`config.mk`:
```
export PLATFORM = sky130hd
export DESIGN_NAME = irn_queue
export DESIGN_NICKNAME = d
export VERILOG_FILES = /design/src/rtl/core/irn_pkg.sv /design/src/rtl/core/irn_queue.sv
export SDC_FILE = /design/constraint.sdc
export NUM_CORES = 1
export LEC_CHECK = 0
export ABC_AREA = 1
export BUFFER_PORTS_ARGS = -buffer_cell sky130_fd_sc_hd__buf_2
export CAP_MARGIN = 20
export CORE_UTILIZATION = 45
export CTS_BUF_LIST = sky130_fd_sc_hd__clkbuf_4 sky130_fd_sc_hd__clkbuf_8
export CTS_CLUSTER_SIZE = 20
export DETAILED_ROUTE_END_ITERATION = 6
export PLACE_DENSITY = 0.64
export SLEW_MARGIN = 15
export SYNTH_ARGS = -nofsm -noshare
export SYNTH_HDL_FRONTEND = slang
export SYNTH_SLANG_ARGS = --single-unit
```
`constraint.sdc`:
```
create_clock -name clk -period 2.3 [get_ports clk]
set_input_delay 0.46 -clock clk [delete_from_list [all_inputs] [get_ports clk]]
set_output_delay 0.46 -clock clk [all_outputs]
set_load 0.02 [all_outputs]
```
`src/rtl/core/irn_pkg.sv`:
```
package irn_pkg;

  // Geometry of the pixel store
  localparam int COORD_W    = 8;
  localparam int SOURCE_DIM = 1 << COORD_W;
  localparam int SIDE_W     = COORD_W + 1;
  localparam int ADDR_W     = 2 * COORD_W;
  localparam int PIX_W      = 32;

  // Fixed point datapath
  localparam int FRAC_BITS = 14;
  localparam int TRIG_W    = 16;
  localparam int DELTA_W   = COORD_W + 2;
  localparam int PROD_W    = TRIG_W + DELTA_W;
  localparam int SUM_W     = PROD_W + 1;
  localparam int RND_W     = SUM_W - FRAC_BITS;
  localparam int POS_W     = RND_W + 1;
  localparam logic signed [SUM_W-1:0] ROUND_HALF = SUM_W'(1) << (FRAC_BITS - 1);

  // Item kinds
  localparam logic FUNC_LOAD  = 1'b0;
  localparam logic FUNC_FETCH = 1'b1;

  // Configuration register map
  localparam int CFG_IDX_W  = 3;
  localparam int CFG_DATA_W = 16;
  localparam logic [CFG_IDX_W-1:0] REG_COS          = 3'd0;
  localparam logic [CFG_IDX_W-1:0] REG_SIN          = 3'd1;
  localparam logic [CFG_IDX_W-1:0] REG_SOURCE_SIDE  = 3'd2;
  localparam logic [CFG_IDX_W-1:0] REG_SOURCE_CTR   = 3'd3;
  localparam logic [CFG_IDX_W-1:0] REG_SHIFT_X      = 3'd4;
  localparam logic [CFG_IDX_W-1:0] REG_SHIFT_Y      = 3'd5;
  localparam logic [CFG_IDX_W-1:0] REG_FRAME_WIDTH  = 3'd6;
  localparam logic [CFG_IDX_W-1:0] REG_FRAME_HEIGHT = 3'd7;

  // Queue between front and back
  localparam int QUEUE_DEPTH = 4;
  localparam int QPTR_W      = $clog2(QUEUE_DEPTH);
  localparam int QCNT_W      = QPTR_W + 1;

  // One classified operation for the back end
  typedef struct packed {
    logic              load;   // write the store rather than read it
    logic              hit;    // load: in range; fetch: in frame and inside source
    logic [ADDR_W-1:0] addr;   // y in the upper half, x in the lower
    logic [PIX_W-1:0]  pixel;
  } op_t;

endpackage

```
`src/rtl/core/irn_queue.sv`:
```
module irn_queue (
  input  logic         clk,
  input  logic         rst,
  input  logic         push,
  input  irn_pkg::op_t push_op,
  input  logic         pop,
  output irn_pkg::op_t head,
  output logic         empty,
  output logic         full
);

  irn_pkg::op_t                entries [irn_pkg::QUEUE_DEPTH];
  logic [irn_pkg::QPTR_W-1:0]  wr_ptr;
  logic [irn_pkg::QPTR_W-1:0]  rd_ptr;
  logic [irn_pkg::QCNT_W-1:0]  count;

  assign empty = (count == '0);
  assign full  = (count == irn_pkg::QCNT_W'(irn_pkg::QUEUE_DEPTH));
  assign head  = entries[rd_ptr];

  // Store pushed operations
  always_ff @(posedge clk) begin
    if (push) begin
      entries[wr_ptr] <= push_op;
    end
  end

  // Advance pointers and occupancy
  always_ff @(posedge clk) begin
    if (rst) begin
      wr_ptr <= '0;
      rd_ptr <= '0;
      count  <= '0;
    end else begin
      if (push) begin
        wr_ptr <= wr_ptr + irn_pkg::QPTR_W'(1);
      end
      if (pop) begin
        rd_ptr <= rd_ptr + irn_pkg::QPTR_W'(1);
      end
      if (push && !pop) begin
        count <= count + irn_pkg::QCNT_W'(1);
      end else if (pop && !push) begin
        count <= count - irn_pkg::QCNT_W'(1);
      end
    end
  end

endmodule

```
==> results of run 1 <==
==> layer usage <==
layer	track usage, %	part of all wire [%]	wire length (µm)	vias up
met4	7.05	1.7	286	2
met5	0	0.053	9	-
li1	-	-	-	2303
met3	5.84	6.7	1130	29
met1	22.1	41	7010	2403
met2	31.5	50	8480	143
==> registers in the layout, summed over array words and instances (netlist names), named ones only <==
name,count
rd_ptr,2
entries,200
wr_ptr,2
count,3
==> through the flow <==
step	hold slack, ns	area [µm²]	TNS, ns	cells
after global placement	0.416	8640	0	855
after detailed placement	0.423	8640	0	855
after global routing	0.0931	9480	-0.00928	926
after floorplan	0.412	7990	0	541
after CTS	0.0875	9370	0	922
final	0.114	9480	0	928
==> area by class of cell <==
cell class | instances | area [µm²]
Antenna cell | 2 | 5.00
Clock buffer | 53 | 648
Clock inverter | 11 | 48.8
Fill cell | 1428 | 7820
Inverter | 17 | 95.1
Multi-Input combinational cell | 284 | 1410
Sequential cell | 209 | 6190
Tap cell | 225 | 282
Timing Repair Buffer | 126 | 788
Timing Repair inverter | 1 | 16.3
==> timing repair <==
action | 4_1_cts | 5_1_grt
buffers inserted | 3 | 2
endpoints found under the hold margin | 0 | 0
resized for setup | 5 | 8
pin swaps | 0 | 1
endpoints found under the setup margin | 46 | 13
gates cloned | 0 | 2
==> cells by family after synthesis <==
family | share of synthesized area (%)
compound gates | 10.7
simple gates | 5.70
buf+inv | 5.10
fa+ha+maj | 1.03
flops | 77.4
xor+xnor | 0.110
==> worst max-delay path, delay by kind of cell, from the launching register on <==
kind	cells	cell delay [ns]
AO/OA/AOI/OAI	1	0.24
buffers and inverters	3	0.56
flip-flops	1	0.36
AND/OR/NAND/NOR	1	0.07
==> cell usage in the layout, fill, tap and decap left out, drive strengths merged <==
master and n:
o22ai 50, nand4 1, a21oi 3, nand3 1, nor3 2, nand2 9, dfxtp 9, clkbuf 54
clkinv 12, nor2 106, buf 125, inv 17, edfxtp 200, diode 2, xor2 1, fa 1
o21ai 105, ha 5
==> power by group <==
group / switching [mW] / leakage [nW] / internal, mW / total [mW]
Combinational: 0.630 / 1.14 / 0.301 / 0.931
Clock: 1.39 / 0.372 / 1.80 / 3.19
Sequential: 0.0472 / 1.91 / 4.35 / 4.40
Total: 2.07 / 3.43 / 6.45 / 8.52
==> final timing paths <==
check / startpoint / to / slack, ns / depth (start not counted)
min: rst / count[0]$_SDFFE_PP0P_ / 0.11 / 2
max reg2reg: wr_ptr[0]$_SDFFE_PP0P_ / entries[2][6]$_DFFE_PP_ / 0.75 / 5
min reg2reg: rd_ptr[1]$_SDFFE_PP0P_ / flop / 0.43 / 1
max: flop / head[1] / 0.08 / 5
==> results.md, run 1 <==
- Final-report setup violation count: 0
- RSZ-0062 raised after global routing: yes
- Syn_area_per_cell: 14.8 µm²
- Syn-to-layout area delta: 18.6%
- Fraction of the cycle the final worst path needs: 96.7%
- Largest fanout on the critical path: 50
- Async SR Flop Fraction: 0%
- DP HPWL: 9.26 mm
- Placeable core region: 17300 µm²
- Fraction of final layout cells with drive strength greater than 1: 27.5%
- Overall fraction of global-route tracks in use: 18.6%
- Buffers added on ports: 105
- Cell type with the largest total area after synthesis: sky130_fd_sc_hd__edfxtp_1
- Worst-case clock skew: 0.0109 ns
- Number of nets at the end of the flow: 735
- Most used flip-flop cell after synthesis: sky130_fd_sc_hd__edfxtp_1
- Post-detailed-route DRC marker count: 0
- Power density over cell area: 898 nW/µm²
- Fmax: 0.450 GHz
- Largest net degree at the start of global routing: 101
- Ordered cell list for the critical path: buf_6, clkinv_8, nor2_1, o22ai_1, buf_2
- Share of the core filled with cells: 54.8%
- Detailed router's first-iteration violation count: 357
- Setup slack of the critical path after layout: 0.0761 ns
- Setup Slack @ Placement: 0.406 ns
- Ratio of routed vias to standard cells: 5.26
- Crit path required time: 1.84 ns
- Flops & latches, synth: 209
- CTS Root Cell: sky130_fd_sc_hd__clkbuf_8
- TritonCTS Buffers: 36
- Most frequent cell after synthesis: sky130_fd_sc_hd__edfxtp_1
- Crit path launch type: flop
- Count of synthesis-stage warnings from yosys: 0
- First-pass iteration count of the detailed router: 4
- Slowest stage delay, CP: 0.36 ns
- Synth area leaders: sky130_fd_sc_hd__edfxtp_1 75%, sky130_fd_sc_hd__nor2_1 4.9%, sky130_fd_sc_hd__o22ai_1 3.9%
- Number of global-route vias before repair: 4980
- Clock sink total: 209
- Share of synthesized area occupied by flip-flops and latches: 77.4%
- Area of the die: 18300 µm²
- Arr. time, crit path: 1.76 ns
- Cell count after synthesis: 541
- Tot Pwr: 8.52 mW
- Drt total wl: 16.9 mm
- Syn_nets: 601
- Fin crit period: 2.22 ns
- Most instantiated cells after synthesis: 200 x sky130_fd_sc_hd__edfxtp_1, 105 x sky130_fd_sc_hd__nor2_1, 60 x sky130_fd_sc_hd__o21ai_1
- Total of hold buffers inserted after clock tree synthesis: 0
- Via count: 4880
- Number of endpoints with negative hold slack in the final report: 0
- Area share of the largest cell type after synthesis: 75.1%
- Std-Cell Rows: 48
- Clock-pin slew on the worst setup and hold paths: 0.06 ns
- Die span in x: 135 µm
- Bufs on Longest Clock Path: 3
- Leakage power figure: 3.43 nW
- Skew-Pair Late Insertion Delay: 0.52 ns
- Type of the worst setup path: flop to output port
- Cell with the largest stage delay on the worst path: sky130_fd_sc_hd__dfxtp_4
- Routability congestion estimate: 0.731
- Vert. Die Dim: 135 µm
- Worst min-delay path class: primary input to flop
- Largest voltage drop on the vdd net: 0.000457 V
- Initial core utilization: 46.2%
- Total count of max-transition violations in the final report: 0
- Count of cell types in the netlist: 23
- Detail-routed net length per standard cell: 18.2 µm
- H-tree Lvls: 2
- Kind of end point of the critical path: output port
- Antenna viol nets, final: 0
- Number of enable flip-flop cells after synthesis: 200
- Total grt overflow: 0
- Initial antenna violation count: 3
- Worst-margin pin slew: 0.459 ns
- Total standard cell area after synthesis: 7990 µm²
- Top-Level Pins: 106
- Outcome: finished, final reports clean
- Wire length of the first global-routing pass: 25.4 mm
- TritonCTS clock tree: done
- Headroom to the max-slew limit: 69.4%
- Maximum Capacitance Violations: 0
(Power assumes the default switching activity.)
==> inputs of run 2 (changes only) <==
--- a/config.mk
+++ b/config.mk
@@ -12,7 +12,7 @@
 export CTS_BUF_LIST = sky130_fd_sc_hd__clkbuf_4 sky130_fd_sc_hd__clkbuf_8
 export CTS_CLUSTER_SIZE = 20
 export DETAILED_ROUTE_END_ITERATION = 6
-export PLACE_DENSITY = 0.64
+export PLACE_DENSITY = 0.71
 export SLEW_MARGIN = 15
 export SYNTH_ARGS = -nofsm -noshare
 export SYNTH_HDL_FRONTEND = slang
==> results.md, run 2 (synthesis results as in run 1) <==
- Std-Cell Rows: 48 (unchanged)
- Crit path required time: 1.84 ns (about the same)
- Initial antenna violation count: 1 (was 3)
- Worst reg-to-reg setup slack: 0.69 ns (was 0.75 ns)
- Bufs on Longest Clock Path: 3 (unchanged)
- Fin crit period: 2.24 ns (was 2.22 ns)
- Detailed router's first-iteration violation count: 267 (was 357)
- Summed negative setup slack over all endpoints: 0 ns (unchanged)
- Uppermost layer routed: met4 (was met5)
- Flip-flop count of the largest register, all copies and words added: 200 (unchanged)
- Worst-margin pin slew: 0.515 ns (was 0.459 ns)
- Clock sink total: 209 (unchanged)
- Slowest stage delay, CP: 0.39 ns (was 0.36 ns)
- Vert. Die Dim: 135 µm (unchanged)
- Leakage power figure: 3.44 nW (was 3.43 nW)
- Final worst hold slack: 0.156 ns (was 0.114 ns)
- Clock-pin slew on the worst setup and hold paths: 0.05 ns (was 0.06 ns)
- Post-route met1 wirelength: 7.31 mm (was 7.01 mm)
- Final non-filler cell total: 923 (was 928)
- Largest fanout on the critical path: 50 (unchanged)
- End point of the most critical hold path: count[0]$_SDFFE_PP0P_ (unchanged)
- Initial core utilization: 46.2% (unchanged)
- First-pass iteration count of the detailed router: 4 (unchanged)
- TritonCTS Buffers: 34 (was 36)
- CTS Root Cell: sky130_fd_sc_hd__clkbuf_8 (unchanged)
- Terminus of the critical flop-to-flop path: entries[2][40]$_DFFE_PP_ (was entries[2][6]$_DFFE_PP_)
- H-tree Lvls: 2 (unchanged)
- Outcome: finished, final reports clean (unchanged)
- Ordered cell list for the critical path: buf_12, inv_16, nor2_1, o22ai_1, buf_2 (was buf_6, clkinv_8, nor2_1, o22ai_1, buf_2)
- Regs by FF count: entries x200, count x3 (unchanged)
- Total count of max-transition violations in the final report: 0 (unchanged)
- Fmax: 0.445 GHz (was 0.450 GHz)
- Antenna viol nets, final: 0 (unchanged)
- Depth of the most critical reg-to-reg path: 5 (unchanged)
- Post-detailed-route DRC marker count: 0 (unchanged)
- Cell with the largest stage delay on the worst path: sky130_fd_sc_hd__dfxtp_4 (unchanged)
- Area of the die: 18300 µm² (unchanged)
- Arr. time, crit path: 1.78 ns (was 1.76 ns)
- Met3 WL post-DR: 771 µm (was 1.13 mm)
- Reg-to-Reg Start: wr_ptr[0]$_SDFFE_PP0P_ (unchanged)
- Crit path launch type: flop (unchanged)
- Number of global-route vias before repair: 4861 (was 4980)
- Number of buffer and inverter instances along the worst setup path: 3 (unchanged)
- Die span in x: 135 µm (unchanged)
- Final-report setup violation count: 0 (unchanged)
- Kind of end point of the critical path: output port (unchanged)
- Placeable core region: 17300 µm² (unchanged)
- Worst-case clock skew: 0.00703 ns (was 0.0109 ns)
- Power density over cell area: 899 nW/µm² (was 898 nW/µm²)
- Number of endpoints with negative hold slack in the final report: 0 (unchanged)
- Biggest register: entries (unchanged)
- Overall fraction of global-route tracks in use: 17.8% (was 18.6%)
- Largest voltage drop on the vdd net: 0.000453 V (was 0.000457 V)
- Type of the worst setup path: flop to output port (unchanged)
- Share of the core filled with cells: 55.1% (was 54.8%)
- Detailed route wirelength on metal2: 8.20 mm (was 8.48 mm)
- TritonCTS clock tree: done (unchanged)
- Leading cell type in the layout, fill and taps excluded: sky130_fd_sc_hd__edfxtp_1 (unchanged)
- Worst hold path startpoint: rst (unchanged)
- Buffers added on ports: 105 (unchanged)
- Leading cell types in the layout, fill and taps excluded: 200 x sky130_fd_sc_hd__edfxtp_1, 105 x sky130_fd_sc_hd__nor2_1, 103 x sky130_fd_sc_hd__buf_2 (was 200 x sky130_fd_sc_hd__edfxtp_1, 105 x sky130_fd_sc_hd__nor2_1, 104 x sky130_fd_sc_hd__buf_2)
- Worst min-delay path class: primary input to flop (unchanged)
- DP HPWL: 9.41 mm (was 9.26 mm)
- Wire length of the first global-routing pass: 24.7 mm (was 25.4 mm)
- Headroom to the max-slew limit: 65.6% (was 69.4%)
- Skew-Pair Late Insertion Delay: 0.49 ns (was 0.52 ns)
- Routability congestion estimate: 0.778 (was 0.731)
- Detail-routed net length per standard cell: 18.1 µm (was 18.2 µm)
- Fraction of the cycle the final worst path needs: 97.6% (was 96.7%)
- Total grt overflow: 0 (unchanged)
- Via count: 4916 (was 4880)
- Number of nets at the end of the flow: 732 (was 735)
- Top-Level Pins: 106 (unchanged)
- Number of cells in the design after placement: 855 (unchanged)
- Ratio of routed vias to standard cells: 5.33 (was 5.26)
- Largest net degree at the start of global routing: 101 (unchanged)
- Syn-to-layout area delta: 19.2% (was 18.6%)
- Hold path cells: 2 (unchanged)
- Maximum Capacitance Violations: 0 (unchanged)
- Drt total wl: 16.7 mm (was 16.9 mm)
- Cell type group with the largest total delay on the critical path: buffers and inverters (unchanged)
- Fraction of final layout cells with drive strength greater than 1: 27.8% (was 27.5%)
- Tot Pwr: 8.57 mW (was 8.52 mW)
-- run 2: cell count changes in the layout (fill, tap and decap cells not counted), sizes merged --
cell	delta
buf	-1
bufinv	+1
clkbuf	+5
clkinv	-9
diode	-1
-- run 2: routing by layer --
metal	track usage, %	vias to the layer above
met5	0	-
li1	-	2295
met1	22.1	2460
met3	4.45	34
met4	7.74	0
met2	29.5	127
-- run 2: through the flow --
stage / setup WS, ns / cell area (µm²)
after floorplan: 0.330 / 7990
after global placement: 0.376 / 8690
after detailed placement: 0.357 / 8690
after CTS: 0.00545 / 9430
after global routing: -0.00189 / 9520
final: 0.0553 / 9530
-- run 2: power breakdown --
part / switching [mW] / internal (mW) / total [mW]
clock network: 1.31 / 1.93 / 3.23
registers: 0.0562 / 4.35 / 4.40
logic: 0.628 / 0.305 / 0.933
total: 1.99 / 6.58 / 8.57
-- run 2: what timing repair did --
item,CTS,global route
pin swaps,0,0
setup endpoints to repair,50,19
hold buffers,0,0
resized for setup,5,11
gates cloned,0,2
setup buffers,3,1
-- run 2: layout make-up --
type / count / area [µm²]
Antenna cell: 1 / 2.50
Clock buffer: 58 / 667
Clock inverter: 3 / 37.5
Fill cell: 1400 / 7770
Inverter: 17 / 95.1
Multi-Input combinational cell: 284 / 1400
Sequential cell: 209 / 6190
Tap cell: 225 / 282
Timing Repair Buffer: 125 / 830
Timing Repair inverter: 1 / 20.0
-- run 2: how the worst max path moves through the flow --
stage | startpoint | end | slack [ns] | depth (start not counted)
after floorplan | wr_ptr[0]$_SDFFE_PP0P_ | entries[2][0]$_DFFE_PP_ | 0.33 | 4
after global placement | flop | head[19] | 0.38 | 4
after detailed placement | flop | head[19] | 0.36 | 4
after CTS | flop | head[39] | 0.005 | 4
after global routing | flop | head[1] | -0.002 | 5
final | flop | head[41] | 0.06 | 5
