[config.mk]
export PLATFORM = sky130hd
export DESIGN_NAME = irn_front
export DESIGN_NICKNAME = d
export VERILOG_FILES = /design/src/rtl/core/irn_pkg.sv /design/src/rtl/core/irn_front.sv
export SDC_FILE = /design/constraint.sdc
export NUM_CORES = 2
export LEC_CHECK = 0
export BUFFER_PORTS_ARGS = -buffer_cell sky130_fd_sc_hd__buf_2
export CORE_MARGIN = 3
export CORE_UTILIZATION = 65
export DETAILED_ROUTE_END_ITERATION = 8
export PLACE_DENSITY = 0.83
export SYNTH_ARGS = -nofsm -noshare
export SYNTH_HDL_FRONTEND = slang
export SYNTH_SLANG_ARGS = --single-unit
[constraint.sdc]
create_clock -name clk -period 18.1 [get_ports clk]
set_input_delay 1.81 -clock clk [delete_from_list [all_inputs] [get_ports clk]]
set_output_delay 1.81 -clock clk [all_outputs]
set_load 0.02 [all_outputs]
[src/rtl/core/irn_pkg.sv]
package irn_pkg;

  // Geometry of the pixel store
  localparam int COORD_W    = 8;
  localparam int SOURCE_DIM = 1 << COORD_W;
  localparam int SIDE_W     = COORD_W + 1;
  localparam int ADDR_W     = 2 * COORD_W;
  localparam int PIX_W      = 32;

  // Fixed point datapath
  localparam int FRAC_BITS = 14;
  localparam int TRIG_W    = 16;
  localparam int DELTA_W   = COORD_W + 2;
  localparam int PROD_W    = TRIG_W + DELTA_W;
  localparam int SUM_W     = PROD_W + 1;
  localparam int RND_W     = SUM_W - FRAC_BITS;
  localparam int POS_W     = RND_W + 1;
  localparam logic signed [SUM_W-1:0] ROUND_HALF = SUM_W'(1) << (FRAC_BITS - 1);

  // Item kinds
  localparam logic FUNC_LOAD  = 1'b0;
  localparam logic FUNC_FETCH = 1'b1;

  // Configuration register map
  localparam int CFG_IDX_W  = 3;
  localparam int CFG_DATA_W = 16;
  localparam logic [CFG_IDX_W-1:0] REG_COS          = 3'd0;
  localparam logic [CFG_IDX_W-1:0] REG_SIN          = 3'd1;
  localparam logic [CFG_IDX_W-1:0] REG_SOURCE_SIDE  = 3'd2;
  localparam logic [CFG_IDX_W-1:0] REG_SOURCE_CTR   = 3'd3;
  localparam logic [CFG_IDX_W-1:0] REG_SHIFT_X      = 3'd4;
  localparam logic [CFG_IDX_W-1:0] REG_SHIFT_Y      = 3'd5;
  localparam logic [CFG_IDX_W-1:0] REG_FRAME_WIDTH  = 3'd6;
  localparam logic [CFG_IDX_W-1:0] REG_FRAME_HEIGHT = 3'd7;

  // Queue between front and back
  localparam int QUEUE_DEPTH = 4;
  localparam int QPTR_W      = $clog2(QUEUE_DEPTH);
  localparam int QCNT_W      = QPTR_W + 1;

  // One classified operation for the back end
  typedef struct packed {
    logic              load;   // write the store rather than read it
    logic              hit;    // load: in range; fetch: in frame and inside source
    logic [ADDR_W-1:0] addr;   // y in the upper half, x in the lower
    logic [PIX_W-1:0]  pixel;
  } op_t;

endpackage

[src/rtl/core/irn_front.sv]
module irn_front (
  input  logic                           clk,
  input  logic                           rst,
  input  logic                           cfg_valid,
  input  logic [irn_pkg::CFG_IDX_W-1:0]  cfg_index,
  input  logic [irn_pkg::CFG_DATA_W-1:0] cfg_data,
  input  logic                           in_valid,
  output logic                           in_ready,
  input  logic                           in_func,
  input  logic [irn_pkg::COORD_W-1:0]    in_x,
  input  logic [irn_pkg::COORD_W-1:0]    in_y,
  input  logic [irn_pkg::PIX_W-1:0]      in_pixel,
  input  logic                           q_full,
  output logic                           push,
  output irn_pkg::op_t                   push_op
);

  // Configuration registers
  logic signed [irn_pkg::TRIG_W-1:0] cos_q14;
  logic signed [irn_pkg::TRIG_W-1:0] sin_q14;
  logic [irn_pkg::SIDE_W-1:0]        source_side;
  logic [irn_pkg::COORD_W-1:0]       source_centre;
  logic [irn_pkg::COORD_W-1:0]       shift_x;
  logic [irn_pkg::COORD_W-1:0]       shift_y;
  logic [irn_pkg::SIDE_W-1:0]        frame_width;
  logic [irn_pkg::SIDE_W-1:0]        frame_height;

  logic                              en;
  logic [irn_pkg::SIDE_W-1:0]        side_eff;
  logic                              load_ok;
  logic                              frame_ok;
  logic signed [irn_pkg::DELTA_W-1:0] dx;
  logic signed [irn_pkg::DELTA_W-1:0] dy;

  // Stage 1: offsets
  logic                               s1_valid;
  logic                               s1_load;
  logic                               s1_ok;
  logic signed [irn_pkg::DELTA_W-1:0] s1_dx;
  logic signed [irn_pkg::DELTA_W-1:0] s1_dy;
  logic [irn_pkg::ADDR_W-1:0]         s1_addr;
  logic [irn_pkg::PIX_W-1:0]          s1_pixel;

  // Stage 2: products
  logic                              s2_valid;
  logic                              s2_load;
  logic                              s2_ok;
  logic signed [irn_pkg::PROD_W-1:0] s2_pcx;
  logic signed [irn_pkg::PROD_W-1:0] s2_psy;
  logic signed [irn_pkg::PROD_W-1:0] s2_pcy;
  logic signed [irn_pkg::PROD_W-1:0] s2_psx;
  logic [irn_pkg::ADDR_W-1:0]        s2_addr;
  logic [irn_pkg::PIX_W-1:0]         s2_pixel;
  logic signed [irn_pkg::PROD_W-1:0] pcx;
  logic signed [irn_pkg::PROD_W-1:0] psy;
  logic signed [irn_pkg::PROD_W-1:0] pcy;
  logic signed [irn_pkg::PROD_W-1:0] psx;

  // Stage 3: rounded rotation
  logic                             s3_valid;
  logic                             s3_load;
  logic                             s3_ok;
  logic signed [irn_pkg::RND_W-1:0] s3_rx;
  logic signed [irn_pkg::RND_W-1:0] s3_ry;
  logic [irn_pkg::ADDR_W-1:0]       s3_addr;
  logic [irn_pkg::PIX_W-1:0]        s3_pixel;
  logic signed [irn_pkg::SUM_W-1:0] sum_x;
  logic signed [irn_pkg::SUM_W-1:0] sum_y;

  // Stage 4: classified operation
  logic                             s4_valid;
  irn_pkg::op_t                     s4_op;
  logic signed [irn_pkg::POS_W-1:0] sx;
  logic signed [irn_pkg::POS_W-1:0] sy;
  logic                             in_sx;
  logic                             in_sy;
  irn_pkg::op_t                     op_next;

  // Write configuration registers
  always_ff @(posedge clk) begin
    if (rst) begin
      cos_q14       <= irn_pkg::TRIG_W'(16384);
      sin_q14       <= '0;
      source_side   <= irn_pkg::SIDE_W'(irn_pkg::SOURCE_DIM);
      source_centre <= irn_pkg::COORD_W'(irn_pkg::SOURCE_DIM / 2);
      shift_x       <= '0;
      shift_y       <= '0;
      frame_width   <= irn_pkg::SIDE_W'(irn_pkg::SOURCE_DIM);
      frame_height  <= irn_pkg::SIDE_W'(irn_pkg::SOURCE_DIM);
    end else if (cfg_valid) begin
      case (cfg_index)
        irn_pkg::REG_COS:          cos_q14       <= cfg_data;
        irn_pkg::REG_SIN:          sin_q14       <= cfg_data;
        irn_pkg::REG_SOURCE_SIDE:  source_side   <= cfg_data[irn_pkg::SIDE_W-1:0];
        irn_pkg::REG_SOURCE_CTR:   source_centre <= cfg_data[irn_pkg::COORD_W-1:0];
        irn_pkg::REG_SHIFT_X:      shift_x       <= cfg_data[irn_pkg::COORD_W-1:0];
        irn_pkg::REG_SHIFT_Y:      shift_y       <= cfg_data[irn_pkg::COORD_W-1:0];
        irn_pkg::REG_FRAME_WIDTH:  frame_width   <= cfg_data[irn_pkg::SIDE_W-1:0];
        irn_pkg::REG_FRAME_HEIGHT: frame_height  <= cfg_data[irn_pkg::SIDE_W-1:0];
        default: ;
      endcase
    end
  end

  // Whole pipe advances together while the queue has room
  assign en       = !q_full;
  assign in_ready = en;

  // Classify and form offsets from the centre
  always_comb begin
    side_eff = (source_side > irn_pkg::SIDE_W'(irn_pkg::SOURCE_DIM))
             ? irn_pkg::SIDE_W'(irn_pkg::SOURCE_DIM) : source_side;
    load_ok  = ({1'b0, in_x} < side_eff) && ({1'b0, in_y} < side_eff);
    frame_ok = ({1'b0, in_x} < frame_width) && ({1'b0, in_y} < frame_height);
    dx = $signed({{(irn_pkg::DELTA_W-irn_pkg::COORD_W){1'b0}}, in_x})
       + $signed({{(irn_pkg::DELTA_W-irn_pkg::COORD_W){1'b0}}, shift_x})
       - $signed({{(irn_pkg::DELTA_W-irn_pkg::COORD_W){1'b0}}, source_centre});
    dy = $signed({{(irn_pkg::DELTA_W-irn_pkg::COORD_W){1'b0}}, in_y})
       + $signed({{(irn_pkg::DELTA_W-irn_pkg::COORD_W){1'b0}}, shift_y})
       - $signed({{(irn_pkg::DELTA_W-irn_pkg::COORD_W){1'b0}}, source_centre});
  end

  always_ff @(posedge clk) begin
    if (rst) begin
      s1_valid <= 1'b0;
    end else if (en) begin
      s1_valid <= in_valid;
    end
  end

  always_ff @(posedge clk) begin
    if (en) begin
      s1_load  <= (in_func == irn_pkg::FUNC_LOAD);
      s1_ok    <= (in_func == irn_pkg::FUNC_LOAD) ? load_ok : frame_ok;
      s1_dx    <= dx;
      s1_dy    <= dy;
      s1_addr  <= {in_y, in_x};
      s1_pixel <= in_pixel;
    end
  end

  // Four products of the rotation matrix
  always_comb begin
    pcx = cos_q14 * s1_dx;
    psy = sin_q14 * s1_dy;
    pcy = cos_q14 * s1_dy;
    psx = sin_q14 * s1_dx;
  end

  always_ff @(posedge clk) begin
    if (rst) begin
      s2_valid <= 1'b0;
    end else if (en) begin
      s2_valid <= s1_valid;
    end
  end

  always_ff @(posedge clk) begin
    if (en) begin
      s2_load  <= s1_load;
      s2_ok    <= s1_ok;
      s2_pcx   <= pcx;
      s2_psy   <= psy;
      s2_pcy   <= pcy;
      s2_psx   <= psx;
      s2_addr  <= s1_addr;
      s2_pixel <= s1_pixel;
    end
  end

  // Sum, add half and drop the fraction (floor)
  always_comb begin
    sum_x = s2_pcx + s2_psy + irn_pkg::ROUND_HALF;
    sum_y = s2_pcy - s2_psx + irn_pkg::ROUND_HALF;
  end

  always_ff @(posedge clk) begin
    if (rst) begin
      s3_valid <= 1'b0;
    end else if (en) begin
      s3_valid <= s2_valid;
    end
  end

  always_ff @(posedge clk) begin
    if (en) begin
      s3_load  <= s2_load;
      s3_ok    <= s2_ok;
      s3_rx    <= sum_x[irn_pkg::SUM_W-1:irn_pkg::FRAC_BITS];
      s3_ry    <= sum_y[irn_pkg::SUM_W-1:irn_pkg::FRAC_BITS];
      s3_addr  <= s2_addr;
      s3_pixel <= s2_pixel;
    end
  end

  // Add the centre back and test against the source square
  always_comb begin
    sx = $signed({{(irn_pkg::POS_W-irn_pkg::COORD_W){1'b0}}, source_centre}) + s3_rx;
    sy = $signed({{(irn_pkg::POS_W-irn_pkg::COORD_W){1'b0}}, source_centre}) + s3_ry;
    in_sx = !sx[irn_pkg::POS_W-1] &&
            (sx[irn_pkg::POS_W-2:0] < {{(irn_pkg::POS_W-1-irn_pkg::SIDE_W){1'b0}}, side_eff});
    in_sy = !sy[irn_pkg::POS_W-1] &&
            (sy[irn_pkg::POS_W-2:0] < {{(irn_pkg::POS_W-1-irn_pkg::SIDE_W){1'b0}}, side_eff});
    op_next.load  = s3_load;
    op_next.pixel = s3_pixel;
    if (s3_load) begin
      op_next.hit  = s3_ok;
      op_next.addr = s3_addr;
    end else begin
      op_next.hit  = s3_ok && in_sx && in_sy;
      op_next.addr = {sy[irn_pkg::COORD_W-1:0], sx[irn_pkg::COORD_W-1:0]};
    end
  end

  always_ff @(posedge clk) begin
    if (rst) begin
      s4_valid <= 1'b0;
    end else if (en) begin
      s4_valid <= s3_valid;
    end
  end

  always_ff @(posedge clk) begin
    if (en) begin
      s4_op <= op_next;
    end
  end

  // Hand the operation to the queue
  assign push    = en && s4_valid;
  assign push_op = s4_op;

endmodule

==> results.md <==
- Status: finished clean
- PnR worst setup slack: 10.79 ns
- Post-synthesis compound-gate area fraction: 6.31%
- Layout area overhead: 7.25%
- Count of buffers inserted at the top-level ports: 124
- Resized cells post-CTS: 0
- Final hold vios: 0
- Slew HR: 13.8%
- Standard-cell rows: 93
- Number of antenna violations at the first check in global routing: 1
- Overall fraction of global-route tracks in use: 29.8%
- CTS root buffer: clkbuf_16
- Largest voltage drop on the vdd net: 66.7 µV
- Xor/xnor cell area share of the yosys netlist: 3.24%
- Count of pins over their slew limit: 0
- Dominant combinational cell family by area after synthesis: adder cells
- Horizontal die dimension: 261 µm
- CTS tree: yes
- Worst-path clk slew: 0.06 ns
- Static Leak: 21.5 nW
- Highest routing layer actually used: met4
- Count of nets after finishing: 5307
- Boundary Pins: 125
- Final ANT Viol Nets: 0
- Critical path startpoint category: flop
- Clock buffer count from CTS: 47
- Die Y-Extent: 261 µm
- Transition time at the pin with the least slew margin: 1.29 ns
- H-Tree Depth: 2
- Mean post-synth cell area: 10.1 µm²
- Post-synthesis sequential element count: 437
- Number of vias after detailed routing: 29284
- Die Outline Area: 68400 µm²
- Power density of the placed cells: 95.2 nW/µm²
- Max Fanout on Critical Path: 26
- Adder-cell share of the synthesized area: 39.5%
- Worst-case setup slack after placement: 10.99 ns
- Post-Syn Area: 42400 µm²
- Worst setup skew after layout: 0.0199 ns
- Number of enable-type register cells in the synthesized netlist: 350
- RSZ-0062 raised after global routing: false
- Count of max-cap constraint violations: 0
- Global route total overflow: 0
- Clock buffer depth: 3
- Post-synth top flop: edfxtp_1
- Gate count after technology mapping: 4184
- DR DRC count: 0
- Met1 Routed Length: 36900 µm
- Sequential area share after synthesis: 28.9%
- Yosys top cell by area: fa_1
- Portion of netlist area occupied by mux cells: 0.728%
- Initial core utilization: 65.8%
- Routability congestion estimate from global placement: 0.960
- Share of synthesized flip-flops with an asynchronous set or reset: 0%
- Final-report setup violation count: 0
- Worst Path Class, Setup: flop to flop
- Number of warning messages in the yosys log: 0
- Number of vias per cell: 5.71
- Commonest cells in the synthesized netlist: 887 x inv_1, 574 x fa_1, 553 x nand2_1
- Clock insertion delay at the later pin of the skew report: 0.62 ns
- Pin count of the biggest net entering global routing: 158
- Detailed-routing iteration count for the pre-antenna-repair pass: 6
- Number of setup buffers added after CTS: 0
- Max Clk Rate: 0.137 GHz
- CTS hold repair buffers: 0
- Syn Nets: 5251
- Setup TNS: 0 ns
- Final cell count without fillers: 5130
- Minimum clock period after layout: 7.31 ns
- Number of global-route vias before repair: 30260
- Data required time of the critical path: 18.44 ns
- Area share of the largest cell type after synthesis: 27.1%
- Detail Route met3 WL: 9030 µm
- Average wire per cell in the routed design: 18.9 µm
- Number of distinct standard cells referenced by the synthesized netlist: 68
- Number of clock sinks: 437
- Fraction of final layout cells sized beyond drive strength 1: 6.22%
- # fillers: 4588
- Most common cell in the synthesized netlist: inv_1
- Detailed Place HPWL: 71400 µm
- Detailed-route wire length: 97200 µm
- WP data arrival: 7.65 ns
- Number of DRC markers after the initial detailed-route iteration: 2668
- Wire length of the first global-routing pass: 158000 µm
- Final clock period utilization by the worst path: 40.4%
- Path class of the lowest-slack min-delay path: flop to flop
- Capturing element type of the critical path: flop
- Top area cells in the synthesized netlist: fa_1 27%, edfxtp_1 25%, ha_1 12%
- Total core area: 64500 µm²
- Cells after DPL: 5046
- Post-synthesis simple-gate area fraction: 12.2%
- Sum of met2 wire segment lengths after detailed routing: 45600 µm
[placed cells by master (no fill, tap or decap), drive strengths merged, types with 15 or more instances in the layout]
cell type | Yosys | layout
and2 | 241 | 241
xnor2 | 128 | 128
o21ai | 62 | 62
o21bai | 26 | 26
o21a | 19 | 19
a21oi | 167 | 167
nand2 | 553 | 553
nand3 | 20 | 20
xor2 | 29 | 29
nor2b | 31 | 31
nor3 | 21 | 21
edfxtp | 350 | 350
fa | 574 | 574
buf | 6 | 158
nand2b | 32 | 32
mux2 | 15 | 15
ha | 420 | 420
dfxtp | 87 | 87
clkbuf | 145 | 56
inv | 887 | 889
a21o | 61 | 61
nor2 | 144 | 144
[logic make-up (layout without fill, tap and decap cells)]
group / after synthesis / count (layout)
compound gates: 422 / 422
other cells: 0 / 1
buf+inv: 1041 / 1131
flops: 437 / 437
simple gates: 1104 / 1104
xor+xnor: 157 / 157
mux: 29 / 29
fa+ha+maj: 994 / 994
[where the power goes]
part	leakage (nW)	switching [W]	total [W]	internal, W
Combinational	16.6	0.00111	0.00187	0.000760
Clock	0.792	0.000426	0.00105	0.000620
Sequential	4.14	0.0000896	0.00141	0.00132
[final timing paths]
| check | start | to | slack [ns] | cells after the start |
|---|---|---|---|---|
| setup reg to reg | s1_dy[9] | s2_pcy[25] | 10.79 | 19 |
| hold reg to reg | s1_pixel[4] | s2_pixel[4] | 0.41 | 0 |
| hold / removal | s1_pixel[4] | s2_pixel[4] | 0.41 | 0 |
| setup / recovery | s1_dy[9] | s2_pcy[25] | 10.79 | 19 |
[cell type report]
cell class              count  area [µm²]  area share, %
diodes                      1        2.50        0.00550
clock buffers              56        1230           2.71
clock inverters            27         439          0.965
inverters                 890        3350           7.36
multi-input cells        2706       26300           57.7
flip-flops and latches    437       12300           26.9
well taps                 855        1070           2.35
repair buffers            158         888           1.95
[critical path, cell delays in order (launching register included)]
cell,delay (ns)
edfxtp_1,0.73
clkinv_1,1.02
nor2_1,0.38
fa_1,0.48
fa_1,0.51
fa_1,0.44
fa_1,0.51
inv_1,0.05
fa_1,0.48
inv_1,0.05
ha_1,0.23
nor4_1,0.29
o221ai_1,0.21
a31oi_1,0.41
o211ai_1,0.24
a31oi_1,0.30
nor2b_1,0.08
o21a_1,0.18
o41ai_1,0.32
xnor2_1,0.11
[metrics by stage]
step	util, %	power [W]	hold slack [ns]	cell area [µm²]
floorplan	-	0.00276	0.400	42400
global placement	68.0	0.00317	0.400	43800
detailed placement	68.0	0.00326	0.405	43800
CTS	70.6	0.00432	0.416	45500
global route	70.6	0.00461	0.419	45500
finish	70.6	0.00433	0.413	45500
[flip-flops by register name, summed over array words and instances (netlist names), 10 cells and up]
register / flops
s3_ry: 13
s2_pixel: 32
cos_q14: 16
s3_pixel: 32
s3_rx: 13
push_op: 50
s2_psy: 26
s1_dx: 10
s1_pixel: 32
s1_addr: 16
s3_addr: 16
s2_pcy: 26
s2_pcx: 26
sin_q14: 16
s1_dy: 10
s2_psx: 26
s2_addr: 16
[per-layer routing]
metal	global-route usage [%]	vias up
met2	48.4	1311
met1	38.7	14545
met5	0	-
met4	14.7	0
li1	-	13196
met3	5.48	232
Note: power is estimated with default switching activity, not from simulation.
